`src/hdl/utt_pkg.sv`:
```
// utt_pkg: shared types and constants of the utf-8 transcoder
// holds the queue entry type, target and error codes, and default sizes
// no dependencies
`timescale 1ns / 1ps
`default_nettype none
package utt_pkg;

	localparam int unsigned QUEUE_DEPTH_DEF = 4;

	localparam logic [2:0] TGT_UTF8    = 3'd0;
	localparam logic [2:0] TGT_ASCII   = 3'd1;
	localparam logic [2:0] TGT_LATIN1  = 3'd2;
	localparam logic [2:0] TGT_UTF16LE = 3'd3;
	localparam logic [2:0] TGT_UTF16BE = 3'd4;

	localparam logic [2:0] ERR_NONE     = 3'd0;
	localparam logic [2:0] ERR_BAD_LEAD = 3'd1;
	localparam logic [2:0] ERR_TRUNC    = 3'd2;
	localparam logic [2:0] ERR_BAD_CONT = 3'd3;
	localparam logic [2:0] ERR_INVALID  = 3'd4;
	localparam logic [2:0] ERR_NOT_ENC  = 3'd5;

	// one queued item: up to four result bytes that share one error code
	typedef struct packed {
		logic [3:0][7:0] data;
		logic [2:0]      err;
		logic [1:0]      last_idx;
		logic            eos;
	} utt_job_t;

	// read side of the queue
	typedef struct packed {
		logic     valid;
		utt_job_t job;
	} utt_q_rd_t;

endpackage
`default_nettype wire

```
`src/hdl/utt_front.sv`:
```
// utt_front: accepts input bytes, decodes and validates utf-8 and encodes
// each completed code point, or an error, into a queue entry
// depends on utt_pkg
`timescale 1ns / 1ps
`default_nettype none
module utt_front (
	input  wire logic              clk,
	input  wire logic              arst_n,
	input  wire logic              accept,
	input  wire logic [7:0]        in_byte,
	input  wire logic              end_of_string,
	input  wire logic              cfg_we,
	input  wire logic [2:0]        cfg_wdata,
	output utt_pkg::utt_job_t      push_job,
	output logic                   push
);

	logic [20:0] code_accum_q, acc_n;
	logic [1:0]  bytes_remaining_q, rem_n;
	logic [1:0]  sequence_length_q, len_n;
	logic        failed_q, failed_n;
	logic [2:0]  target_q;

	logic [20:0] cp_d;
	logic [1:0]  rem_d, len_d;
	logic [2:0]  dec_err;
	logic [2:0]  err;
	logic        complete;
	logic        enc_ok;
	logic [3:0][7:0] enc_data;
	logic [1:0]  enc_last;
	logic [15:0] unit0, unit1;
	logic [19:0] adj;

	always_ff @(posedge clk or negedge arst_n) begin
		if (!arst_n) begin
			code_accum_q      <= '0;
			bytes_remaining_q <= '0;
			sequence_length_q <= '0;
			failed_q          <= 1'b0;
			target_q          <= utt_pkg::TGT_UTF8;
		end else begin
			code_accum_q      <= acc_n;
			bytes_remaining_q <= rem_n;
			sequence_length_q <= len_n;
			failed_q          <= failed_n;
			if (cfg_we) begin
				target_q <= cfg_wdata;
			end
		end
	end

	// decode the incoming byte against the open sequence
	always_comb begin
		cp_d    = code_accum_q;
		rem_d   = bytes_remaining_q;
		len_d   = sequence_length_q;
		dec_err = utt_pkg::ERR_NONE;
		if (bytes_remaining_q == 2'd0) begin
			priority if (in_byte[7] == 1'b0) begin
				cp_d  = {13'd0, in_byte};
				len_d = 2'd0;
			end else if (in_byte[7:5] == 3'b110) begin
				cp_d  = {16'd0, in_byte[4:0]};
				len_d = 2'd1;
			end else if (in_byte[7:4] == 4'b1110) begin
				cp_d  = {17'd0, in_byte[3:0]};
				len_d = 2'd2;
			end else if (in_byte[7:3] == 5'b11110) begin
				cp_d  = {18'd0, in_byte[2:0]};
				len_d = 2'd3;
			end else begin
				dec_err = utt_pkg::ERR_BAD_LEAD;
			end
			rem_d = len_d;
		end else if (in_byte[7:6] != 2'b10) begin
			dec_err = utt_pkg::ERR_BAD_CONT;
		end else begin
			cp_d  = {code_accum_q[14:0], in_byte[5:0]};
			rem_d = bytes_remaining_q - 2'd1;
		end
	end

	// encoder for the code point that the current byte completes
	always_comb begin
		enc_ok   = 1'b1;
		enc_data = '0;
		enc_last = 2'd0;
		adj      = cp_d[19:0] - 20'h10000;
		unit0    = cp_d[15:0];
		unit1    = '0;
		if (cp_d >= 21'h10000) begin
			unit0 = {6'b110110, adj[19:10]};
			unit1 = {6'b110111, adj[9:0]};
		end
		unique case (target_q)
			utt_pkg::TGT_UTF8: begin
				if (cp_d < 21'h80) begin
					enc_data[0] = cp_d[7:0];
				end else if (cp_d < 21'h800) begin
					enc_data[0] = {3'b110, cp_d[10:6]};
					enc_data[1] = {2'b10, cp_d[5:0]};
					enc_last    = 2'd1;
				end else if (cp_d < 21'h10000) begin
					enc_data[0] = {4'b1110, cp_d[15:12]};
					enc_data[1] = {2'b10, cp_d[11:6]};
					enc_data[2] = {2'b10, cp_d[5:0]};
					enc_last    = 2'd2;
				end else begin
					enc_data[0] = {5'b11110, cp_d[20:18]};
					enc_data[1] = {2'b10, cp_d[17:12]};
					enc_data[2] = {2'b10, cp_d[11:6]};
					enc_data[3] = {2'b10, cp_d[5:0]};
					enc_last    = 2'd3;
				end
			end
			utt_pkg::TGT_ASCII: begin
				enc_ok      = (cp_d < 21'h80);
				enc_data[0] = cp_d[7:0];
			end
			utt_pkg::TGT_LATIN1: begin
				enc_ok      = (cp_d < 21'h100);
				enc_data[0] = cp_d[7:0];
			end
			utt_pkg::TGT_UTF16LE: begin
				enc_data = {unit1[15:8], unit1[7:0], unit0[15:8], unit0[7:0]};
				enc_last = (cp_d >= 21'h10000) ? 2'd3 : 2'd1;
			end
			utt_pkg::TGT_UTF16BE: begin
				enc_data = {unit1[7:0], unit1[15:8], unit0[7:0], unit0[15:8]};
				enc_last = (cp_d >= 21'h10000) ? 2'd3 : 2'd1;
			end
			default: begin
				enc_ok = 1'b0;
			end
		endcase
	end

	// validate and build the queue entry
	always_comb begin
		acc_n    = code_accum_q;
		rem_n    = bytes_remaining_q;
		len_n    = sequence_length_q;
		failed_n = failed_q;
		err      = utt_pkg::ERR_NONE;
		complete = 1'b0;
		push     = 1'b0;
		push_job = '0;
		if (accept) begin
			if (failed_q) begin
				if (end_of_string) begin
					failed_n = 1'b0;
					acc_n    = '0;
					rem_n    = '0;
					len_n    = '0;
				end
			end else begin
				acc_n = cp_d;
				rem_n = rem_d;
				len_n = len_d;
				err   = dec_err;
				if (err == utt_pkg::ERR_NONE) begin
					if (rem_d != 2'd0) begin
						if (end_of_string) begin
							err = utt_pkg::ERR_TRUNC;
						end
					end else begin
						complete = 1'b1;
						if ((len_d == 2'd1 && cp_d < 21'h80) ||
							(len_d == 2'd2 && cp_d < 21'h800) ||
							(len_d == 2'd3 && cp_d < 21'h10000) ||
							(cp_d >= 21'hD800 && cp_d <= 21'hDFFF) ||
							cp_d > 21'h10FFFF) begin
							err = utt_pkg::ERR_INVALID;
						end else if (!enc_ok) begin
							err = utt_pkg::ERR_NOT_ENC;
						end
					end
				end
				push_job.eos = end_of_string;
				if (err != utt_pkg::ERR_NONE) begin
					push         = 1'b1;
					push_job.err = err;
					failed_n     = !end_of_string;
				end else if (complete) begin
					push              = 1'b1;
					push_job.data     = enc_data;
					push_job.last_idx = enc_last;
				end
				if (err != utt_pkg::ERR_NONE || complete || end_of_string) begin
					acc_n = '0;
					rem_n = '0;
					len_n = '0;
				end
			end
		end
	end

endmodule
`default_nettype wire

```
`src/hdl/utt_fifo.sv`:
```
// utt_fifo: short queue of encoded items between front and back end
// depends on utt_pkg
`timescale 1ns / 1ps
`default_nettype none
module utt_fifo #(
	parameter int unsigned DEPTH = utt_pkg::QUEUE_DEPTH_DEF
) (
	input  wire logic              clk,
	input  wire logic              arst_n,
	input  wire logic              push,
	input  utt_pkg::utt_job_t      push_job,
	input  wire logic              pop,
	output utt_pkg::utt_q_rd_t     rd,
	output logic                   full
);

	localparam int unsigned PTR_W = (DEPTH > 1) ? $clog2(DEPTH) : 1;
	localparam int unsigned CNT_W = $clog2(DEPTH + 1);
	localparam logic [PTR_W-1:0] LAST_PTR = PTR_W'(DEPTH - 1);
	localparam logic [CNT_W-1:0] FULL_CNT = CNT_W'(DEPTH);

	utt_pkg::utt_job_t mem_q [DEPTH];
	logic [PTR_W-1:0]  wr_ptr_q, rd_ptr_q;
	logic [CNT_W-1:0]  count_q;
	logic              do_push, do_pop;

	assign full    = (count_q == FULL_CNT);
	assign do_push = push && !full;
	assign do_pop  = pop && (count_q != '0);

	always_ff @(posedge clk) begin
		if (do_push) begin
			mem_q[wr_ptr_q] <= push_job;
		end
	end

	always_ff @(posedge clk or negedge arst_n) begin
		if (!arst_n) begin
			wr_ptr_q <= '0;
			rd_ptr_q <= '0;
			count_q  <= '0;
		end else begin
			if (do_push) begin
				wr_ptr_q <= (wr_ptr_q == LAST_PTR) ? '0 : wr_ptr_q + 1'b1;
			end
			if (do_pop) begin
				rd_ptr_q <= (rd_ptr_q == LAST_PTR) ? '0 : rd_ptr_q + 1'b1;
			end
			unique case ({do_push, do_pop})
				2'b10:   count_q <= count_q + 1'b1;
				2'b01:   count_q <= count_q - 1'b1;
				default: count_q <= count_q;
			endcase
		end
	end

	assign rd.valid = (count_q != '0);
	assign rd.job   = mem_q[rd_ptr_q];

endmodule
`default_nettype wire

```
`src/hdl/utt_back.sv`:
```
// utt_back: walks the bytes of the queue head into the output register
// depends on utt_pkg
`timescale 1ns / 1ps
`default_nettype none
module utt_back (
	input  wire logic              clk,
	input  wire logic              arst_n,
	input  utt_pkg::utt_q_rd_t     rd,
	output logic                   pop,
	output logic                   out_valid,
	input  wire logic              out_ready,
	output logic [7:0]             out_byte,
	output logic [2:0]             error,
	output logic                   last_of_run,
	output logic                   string_done
);

	logic [1:0] idx_q;
	logic       valid_q;
	logic [7:0] byte_q;
	logic [2:0] err_q;
	logic       last_q, done_q;
	logic       load, at_last;

	assign load    = !valid_q || out_ready;
	assign at_last = (idx_q == rd.job.last_idx);
	assign pop     = load && rd.valid && at_last;

	always_ff @(posedge clk or negedge arst_n) begin
		if (!arst_n) begin
			valid_q <= 1'b0;
			idx_q   <= '0;
		end else if (load) begin
			valid_q <= rd.valid;
			if (rd.valid) begin
				idx_q <= at_last ? 2'd0 : idx_q + 2'd1;
			end
		end
	end

	always_ff @(posedge clk) begin
		if (load && rd.valid) begin
			byte_q <= rd.job.data[idx_q];
			err_q  <= rd.job.err;
			last_q <= at_last;
			done_q <= at_last && rd.job.eos;
		end
	end

	assign out_valid   = valid_q;
	assign out_byte    = byte_q;
	assign error       = err_q;
	assign last_of_run = last_q;
	assign string_done = done_q;

endmodule
`default_nettype wire

```
`src/hdl/utt_core_top.sv`:
```
// utf8_to_target_transcoder_core: top level of the utf-8 transcoder
// instantiates utt_front, utt_fifo and utt_back; depends on utt_pkg
`timescale 1ns / 1ps
`default_nettype none
// The block takes one utf-8 byte per cycle while its queue has room and
// hands out one result byte per cycle, while out_ready is high, through a
// registered output. A byte that finishes a code point gives one to four
// result bytes, walked out through the single output byte register; bytes
// that complete nothing push no queue entry and take no back-end time, so
// the sustained input rate is one byte per cycle for utf-8 to utf-8, while
// ascii to utf-16 is held back by the output. Errors give a single result
// with out_byte zero; the string then stays silent up to its last byte.
module utf8_to_target_transcoder_core #(
	parameter int unsigned QUEUE_DEPTH = utt_pkg::QUEUE_DEPTH_DEF
) (
	input  wire logic       clk,
	input  wire logic       arst_n,
	input  wire logic       in_valid,
	output logic            in_ready,
	input  wire logic [7:0] in_byte,
	input  wire logic       end_of_string,
	output logic            out_valid,
	input  wire logic       out_ready,
	output logic [7:0]      out_byte,
	output logic [2:0]      error,
	output logic            last_of_run,
	output logic            string_done,
	input  wire logic       cfg_we,
	input  wire logic [2:0] cfg_wdata
);

	utt_pkg::utt_job_t  push_job;
	utt_pkg::utt_q_rd_t q_rd;
	logic               push, pop, q_full, in_accept;

	assign in_ready  = !q_full;
	assign in_accept = in_valid && in_ready;

	utt_front u_front (
		.clk           (clk),
		.arst_n        (arst_n),
		.accept        (in_accept),
		.in_byte       (in_byte),
		.end_of_string (end_of_string),
		.cfg_we        (cfg_we),
		.cfg_wdata     (cfg_wdata),
		.push_job      (push_job),
		.push          (push)
	);

	utt_fifo #(
		.DEPTH (QUEUE_DEPTH)
	) u_fifo (
		.clk      (clk),
		.arst_n   (arst_n),
		.push     (push),
		.push_job (push_job),
		.pop      (pop),
		.rd       (q_rd),
		.full     (q_full)
	);

	utt_back u_back (
		.clk         (clk),
		.arst_n      (arst_n),
		.rd          (q_rd),
		.pop         (pop),
		.out_valid   (out_valid),
		.out_ready   (out_ready),
		.out_byte    (out_byte),
		.error       (error),
		.last_of_run (last_of_run),
		.string_done (string_done)
	);

	a_done_is_last: assert property (@(posedge clk) disable iff (!arst_n)
		(out_valid && string_done) |-> last_of_run)
		else $error("string_done on a result that is not last of its run");

	a_err_single: assert property (@(posedge clk) disable iff (!arst_n)
		(out_valid && error != utt_pkg::ERR_NONE) |-> (last_of_run && out_byte == 8'd0))
		else $error("error result is not a single zero byte");

	a_run_continues: assert property (@(posedge clk) disable iff (!arst_n)
		(out_valid && out_ready && !last_of_run) |=> out_valid)
		else $error("run of result bytes broken off");

	a_no_push_when_full: assert property (@(posedge clk) disable iff (!arst_n)
		push |-> (in_accept && !q_full))
		else $error("queue written without an accepted item or while full");

endmodule
`default_nettype wire
```
`config.mk`:
```
export PLATFORM = sky130hd
export DESIGN_NAME = utf8_to_target_transcoder_core
export DESIGN_NICKNAME = d
export VERILOG_FILES = /design/src/hdl/utt_pkg.sv /design/src/hdl/utt_front.sv /design/src/hdl/utt_fifo.sv /design/src/hdl/utt_back.sv /design/src/hdl/utt_core_top.sv
export SDC_FILE = /design/constraint.sdc
export NUM_CORES = 1
export LEC_CHECK = 0
export ABC_AREA = 1
export BUFFER_PORTS_ARGS = -buffer_cell sky130_fd_sc_hd__buf_4
export CORE_MARGIN = 3
export CORE_UTILIZATION = 32
export CTS_CLUSTER_SIZE = 40
export DETAILED_ROUTE_END_ITERATION = 10
export GPL_ROUTABILITY_DRIVEN = 0
export PLACE_DENSITY = 0.59
export SYNTH_ARGS = -nofsm -noshare
export SYNTH_HDL_FRONTEND = slang
export SYNTH_SLANG_ARGS = --single-unit
```
`constraint.sdc`:
```
create_clock -name clk -period 3.95 [get_ports clk]
set_input_delay 0.79 -clock clk [delete_from_list [all_inputs] [get_ports clk]]
set_output_delay 0.79 -clock clk [all_outputs]
set_load 0.02 [all_outputs]
```
==> metrics.yaml <==
worst_ep_required_time_ps: 4210
cts_setup_buffers: 0
start_kind: "flop"
period_minus_slack_ps: 3533
drc: 0
num_vias: 8021
synth_common_cells: "nor2_1 (168), edfxtp_1 (165), nand2_1 (134)"
synth_cell_types: 44
async_flop_share: 0.1912
syn_area_sq_um: 10190
cts.htree.levels: 1
dp_hpwl_microns: 17910
hold_class: "in -> async"
fmax_mhz: 283.0
grt_pass1_vias: 7832
clk_latency_ps: 530
die_w_microns: 184.4
antenna_found_initial: 0
rsz0062_at_grt: "no"
place_ws_ps: 146.0
die_h_microns: 184.4
cts_sinks: 204
io_buffers: 31
nNetsFinal: 1134
wl_per_cell_microns: 17.79
final_hold_viol_count: 0
synthCells: 1055
yosys_warnings: 0
wl_microns: 27030
arrival_ps: 3800
worst_setup_path_end_kind: "flop"
grt-ovfl-total: 0
top_usage_layer: "met2"
cts_buffers: 23
fin_crit_sh: 0.8944
max_slew_margin: 0.3906
cts-root-buf: "clkbuf_16"
syn-num-nets: 1082
ir_worst_vdd_v: 0.0002794
start_util: 0.3287
worstMarginPinSlew_ps: 913.1
hold_ws_ps: 228.3
cts_resized: 0
ys_seq_area_frac: 0.5822
finalMaxSlewViolations: 0
fin_skew_ps: 11.55
leakage_nw: 4.420
met3_usage: 0.02526
synthToLayoutAreaGrowth_pct: 16.78
cp_max_fo: 11
critPathKind: "reg -> reg"
drive_gt1_frac: 0.1398
fillers: 3022
met2_usage: 0.2542
maxCapViolCount: 0
grt_usage: 0.1598
diodes: 0
layout_setup_ws_ps: 416.9
ios: 32
synth_top_area_frac: 0.4864
final_antenna_net_count: 0
drt-initial-drc-count: 751
clk_pin_slew_ps: 60
powerDensity_nw_per_um2: 614.7
cts_max_path_buffers: 3
setup_viol: 0
dr.pass1.iters: 5
routed_via_density: 5.280
syn_area_per_cell_sq_um: 9.656
synth_edf_count: 165
synth-main-ff-cell: "edfxtp_1"
cts_hold_buf: 0
synth_area_leaders: "edfxtp_1 (49%), dfrtp_1 (9.6%), nor2_1 (6.2%)"
die-area_sq_um: 34010
core_region_area_sq_um: 30990
grt_use_met1: 0.2262
netlist.top_cell.by_area: "edfxtp_1"
rows: 64
status: "completed"
synth.most_common_cell: "nor2_1"
ys_ff_latch: 204
grt_max_degree: 40
grt_pass1_wl_microns: 43390
cts_tree: "built"
sequential cells by signal (all words and copies together), names as in the netlist, 2 cells and up:
signal	count
u_back.error	3
u_back.idx_q	2
u_back.out_byte	8
u_fifo.count_q	3
u_fifo.mem_q	152
u_fifo.rd_ptr_q	2
u_fifo.wr_ptr_q	2
u_front.bytes_remaining_q	2
u_front.code_accum_q	21
u_front.sequence_length_q	2
u_front.target_q	3
metrics by stage:
stage	instances	setup TNS (ps)	area, sq um	power (mW)	utilization
global route	1519	0	11900	7.756	0.3839
finish	1519	0	11900	7.313	0.3839
CTS	1519	0	11900	7.366	0.3839
detailed placement	1478	0	11170	5.295	0.3604
global placement	1478	0	11170	5.271	0.3604
floorplan	1055	-39800	10190	4.396	-
power breakdown:
part	internal [mW]	leakage, nW	total [mW]	switching [mW]
Clock	1.20	0.351	2.07	0.865
Combinational	0.746	2.06	2.36	1.62
Sequential	2.74	2.01	2.88	0.141
cell usage in the layout (no fill, tap or decap), types with 4 or more instances in the layout:
cell | synthesis | final
ha_1 | 9 | 9
nand3_1 | 35 | 35
buf_4 | 3 | 71
nor3_1 | 21 | 21
dfrtp_1 | 39 | 38
nand2_2 | 11 | 11
nand4_1 | 4 | 4
o221ai_1 | 24 | 24
a21oi_1 | 33 | 32
nor2_4 | 2 | 6
nand2_1 | 134 | 134
inv_1 | 107 | 106
inv_2 | 8 | 9
a221oi_1 | 4 | 4
o211ai_1 | 14 | 14
nor2_1 | 168 | 164
nor2_2 | 4 | 4
clkbuf_16 | 0 | 23
clkinv_1 | 0 | 6
nand3b_1 | 4 | 4
o21ai_1 | 9 | 9
xor2_1 | 5 | 5
a211oi_1 | 4 | 4
o32ai_1 | 22 | 22
edfxtp_1 | 165 | 165
buf_12 | 0 | 7
o22ai_1 | 30 | 30
o21ai_0 | 120 | 120
final timing paths:
check	startpoint	endpoint	slack, ps	cells after the start
min in group clk	out_ready	u_back.out_valid	460	2
max	u_front.bytes_remaining_q[0]	u_fifo.mem_q[1][10]	420	17
min reg2reg	u_fifo.count_q[1]	u_fifo.count_q[1]	480	2
min	arst_n	u_front.code_accum_q[5]	230	1
max in group asynchronous	arst_n	u_fifo.rd_ptr_q[0]	3290	1
max reg2reg	u_front.bytes_remaining_q[0]	u_fifo.mem_q[1][10]	420	17
per-layer routing:
layer,vias up,share of wire
li1,3841,-
met1,3844,0.46
met2,275,0.46
met3,61,0.058
met4,0,0.027
met5,-,0
area by class of cell:
cell class | count | area (sq um) | share of cell area
Multi-Input combinational cell | 685 | 3636 | 0.3056
Sequential cell | 204 | 5932 | 0.4986
Clock inverter | 15 | 141.4 | 0.01188
Clock buffer | 26 | 586.8 | 0.04933
Inverter | 115 | 431.7 | 0.03629
Timing Repair Buffer | 78 | 673.1 | 0.05658
Tap cell | 396 | 495.5 | 0.04165
worst max-delay path: stages, from the launching register on:
cell and delay (ps):
dfrtp_1 320, inv_1 70, ha_1 220, buf_4 180
nor2_1 160, buf_4 210, nand2_1 70, nand2_1 60
nor2_1 40, nand2_1 240, nand4_2 210, nor2_4 220
nand2_1 190, nand2_2 200, inv_1 170, a21oi_1 200
a211oi_1 100, nor3_1 420
cells by family (layout without fill, tap and decap cells):
| group | count (synthesis) | in the layout | share of synthesized area |
|---|---|---|---|
| buffers and inverters | 166 | 234 | 0.06485 |
| AO/OA/AOI/OAI | 274 | 274 | 0.1647 |
| XOR/XNOR | 7 | 7 | 0.006018 |
| flip-flops | 204 | 204 | 0.5822 |
| AND/OR/NAND/NOR | 394 | 394 | 0.1692 |
| adder cells (fa/ha/maj) | 10 | 10 | 0.01302 |
Note: power is estimated with default switching activity, not from simulation.
